--- config.mk ---
export PLATFORM = sky130hd
export DESIGN_NAME = gtef_ram
export DESIGN_NICKNAME = d
export VERILOG_FILES = /design/src/hdl/gtef_ram.sv
export SDC_FILE = /design/constraint.sdc
export NUM_CORES = 2
export LEC_CHECK = 0
export BUFFER_PORTS_ARGS = -buffer_cell sky130_fd_sc_hd__buf_4
export CORE_ASPECT_RATIO = 2
export CORE_UTILIZATION = 25
export DETAILED_ROUTE_END_ITERATION = 8
export GPL_TIMING_DRIVEN = 1
export PLACE_DENSITY_LB_ADDON = 0.08
export SETUP_SLACK_MARGIN = 0.02
export SYNTH_ARGS = -nofsm -noshare
export SYNTH_HDL_FRONTEND = slang
export SYNTH_SLANG_ARGS = --single-unit
--- constraint.sdc ---
create_clock -name clock -period 6.4 [get_ports clock]
set_clock_uncertainty 0.2 [all_clocks]
set_input_delay 0.64 -clock clock [delete_from_list [all_inputs] [get_ports clock]]
set_output_delay 0.64 -clock clock [all_outputs]
set_load 0.02 [all_outputs]
--- src/hdl/gtef_ram.sv ---
// Generic simple dual-port RAM, registered read, read-first on address collision.
`default_nettype none

module gtef_ram #(
   parameter int WIDTH = 8,
   parameter int DEPTH = 256
) (
   input  logic                     clock,
   input  logic                     wr_en,
   input  logic [$clog2(DEPTH)-1:0] wr_addr,
   input  logic [WIDTH-1:0]         wr_data,
   input  logic                     rd_en,
   input  logic [$clog2(DEPTH)-1:0] rd_addr,
   output logic [WIDTH-1:0]         rd_data
);

   logic [WIDTH-1:0] mem [DEPTH];
   logic [WIDTH-1:0] rd_data_ff;

   always_ff @(posedge clock) begin
      if (wr_en) begin
         mem[wr_addr] <= wr_data;
      end
      if (rd_en) begin
         rd_data_ff <= mem[rd_addr];
      end
   end

   assign rd_data = rd_data_ff;

endmodule

`default_nettype wire

==> results_dict.tcl <==
set metrics [dict create \
    hold_class "input port to register" \
    power_density_nw_per_um2 310 \
    globalRouteTotalUtil_pct 16.9 \
    drt_drc_violations_left 0 \
    pin_count_of_the_biggest_net_entering_global_routing 153 \
    clock_tree.htree_level_count 4 \
    synth_top_area_share_pct 77.5 \
    via_count 37900 \
    fin_tns_setup_ns 0 \
    cap_violations 0 \
    post_cts.resized_instances 0 \
    syn_inst 3733 \
    end_kind "register" \
    clock_tree_from_tritoncts "done" \
    clk_pin_slew_ns 0.07 \
    numClockSinks 2056 \
    post_cts.repair.setup_buffers 0 \
    routabilityCongestion 0.769 \
    initial_utilization_pct 25.2 \
    share_clk_of_total_power_pct 42.3 \
    final_max_tran_viols 0 \
    drtIter0Drc 2800 \
    postCtsHoldBufs 1 \
    worstPathBufferInverterCount 3 \
    worst-setup-path-type "input port to register" \
    place.detailed.hpwl_mm 178 \
    worstPathMaxFanout 37 \
    seq_power_share_pct 52.3 \
    grt_antenna_before_repair 12 \
    final_layout_size_suffix_gt1_share_pct 23.9 \
    worst_path_required_ns 6.80 \
    comb_power_share_pct 5.4 \
    io_pins 35 \
    clock.fmax_ghz 0.253 \
    post_synth_top_cells "edfxtp_1, mux4_2, nor2_1, mux2i_1, a22oi_1" \
    leakage_nw 27.5 \
    fillerInstances 31100 \
    peakVddDrop_v 0.000233 \
    synth_warnings 0 \
    max_incr_delay_on_cp_ns 0.67 \
    synth_enable_flop_cells 2056 \
    most_numerous_cell_in_the_yosys_netlist "edfxtp_1" \
    syn-cell-area_sq_um 79600 \
    numCtsBuffers 200 \
    whs_ns 0.0615 \
    vias_per_cell 4.64 \
    setup_violations_final 0 \
    worst_path_max_delay_cell "nor3_2" \
    final-seq-area_sq_um 61700 \
    wire_per_inst_um 33.5 \
    synth_cell_types 54 \
    outcome "complete, no violations" \
    global_route.overflow_total 0 \
    die_area_sq_um 321000 \
    power.internal_mw 22.0 \
    ordered_list_of_cells_on_the_worst_path "buf_8 > buf_4 > buf_4 > mux4_2 > a221oi_1 > o32ai_1 > nor3_2 > nor4_1" \
    share_of_synthesized_area_occupied_by_flip_flops_and_latches_pct 77.5 \
    num-nets-final 3932 \
    worstMarginPinSlew_ns 1.39 \
    placeableCoreArea_sq_um 316000 \
    synth.net_count 3760 \
    netSwitchingPower_mw 6.44 \
    critical_path.startpoint_type "input port" \
    numPortBuffers 34 \
    insertion_delay_ns 0.89 \
    multi_input_gate_area_sq_um 16600 \
    grt_pass1_vias 41400 \
    critical_path_arrival_ns 4.35 \
    biggest_area_contributors_in_the_synthesized_netlist "edfxtp_1, mux4_2, mux2i_1" \
    synth.avg_cell_area_sq_um 21.3 \
    switching_share_pct 22.7 \
    postLayoutCoreUtil_pct 29.0 \
    synth-seq-cells 2056 \
    height_of_the_chip_um 800 \
    report.final.hold_viol_count 0 \
    dieWidth_um 401 \
    max-clock-path-buffers 4 \
    drtAntennaViolNets 0 \
    setup_repair_after_global_routing_missed_its_margin "false" \
    detail_route.first_pass.iterations 5 \
    placementRows 292 \
    path_delay_family "buffers and inverters" \
    asyncSetResetFlopFracSynth_pct 0 \
    slew_headroom_pct 7.18 \
    synth_largest_area_cell "edfxtp_1" \
    clockRootBuffer "clkbuf_16" \
    syn2layout_area_growth_pct 15.1 \
    final_period_minus_worst_setup_slack_ns 3.95 \
    path_common_cell "buf_4" \
    ys.flop_type "edfxtp_1" \
    grt_first_pass_wirelength_mm 372 \
    post_route_fraction_of_the_period_consumed_by_the_critical_path_pct 61.7 \
    drt_wl_total_mm 274 \
]
## cell type report
type	count	share of cell area, %
sequential	2056	67.3
inverter	2	0.00819
multi-input combinational	1442	18.1
clock inverter	111	1.17
clock buffer	243	5.70
timing repair buffer	203	2.03
tap	4116	5.62
antenna	8	0.0218
## routing by layer
metal / track usage, % / wire length (um) / vias up
met3: 1.68 / 7730 / 310
met4: 5.42 / 9100 / 6
met5: 0 / 35 / -
met1: 18.0 / 98000 / 20900
met2: 34.1 / 159000 / 654
li1: - / - / 16000
## flip-flops by register name, summed over array words and instances (netlist names)
register	count
rd_data	8
mem	2048
## worst reg2reg max path, delay by kind of cell (launching register included)
| family | cells | cell delay (ns) |
|---|---|---|
| AND/OR/NAND/NOR | 2 | 1.17 |
| flip-flops | 1 | 0.38 |
| AO/OA/AOI/OAI | 2 | 0.74 |
| multiplexers | 1 | 0.49 |
## cells by family (layout without fill, tap and decap cells)
| group | count (synthesis) | count (layout) | synth area share (%) |
|---|---|---|---|
| flip-flops | 2056 | 2056 | 77.5 |
| AND/OR/NAND/NOR | 466 | 466 | 2.63 |
| buffers and inverters | 235 | 559 | 1.83 |
| multiplexers | 591 | 591 | 14.6 |
| other | 0 | 8 | 0 |
| AO/OA/AOI/OAI | 385 | 385 | 3.42 |
## through the flow
stage	power, mW	instance area, sq um	instances	setup slack [ns]
detailed placement	16.8	85400	7818	1.28
floorplan	15.9	79600	3733	3.48
global route	29.2	91700	8174	2.29
global placement	16.8	85300	7816	0.303
CTS	28.9	91700	8173	2.23
finish	28.4	91700	8181	2.45
## power groups by stage
stage / logic, mW / clock network, mW / registers [mW]
6_report: 1.53 / 12.0 / 14.9
5_1_grt: 1.62 / 12.7 / 14.9
4_1_cts: 1.61 / 12.4 / 14.9
3_5_place_dp: 1.61 / 0 / 15.2
3_3_place_gp: 1.60 / 0 / 15.2
2_1_floorplan: 0.721 / 0 / 15.2
## cell usage in the layout, fill, tap and decap left out, types with 20 or more instances in the layout
cell type  count
nand3_1       25
clkinv_1      42
bufinv_16     21
clkbuf_1      40
mux4_2       454
nor2_1       279
a21oi_1       96
o221ai_1      46
mux2i_1      134
clkbuf_16    203
clkinv_2      36
a22oi_1      133
edfxtp_1    2056
nand2_1       33
buf_12        20
buf_4        170
nor3_1        20
o22ai_1       28
nor2b_1       28
## worst paths after layout
kind	depth (start not counted)	end	startpoint	slack, ns
min	1	mem[210][4]	wr_data[4]	0.06
max	8	rd_data[5]	rd_addr[0]	2.45
min reg2reg	5	rd_data[5]	mem[3][5]	0.96
max reg2reg	5	rd_data[1]	mem[154][1]	3.13
Power figures use the tool's default switching activity.
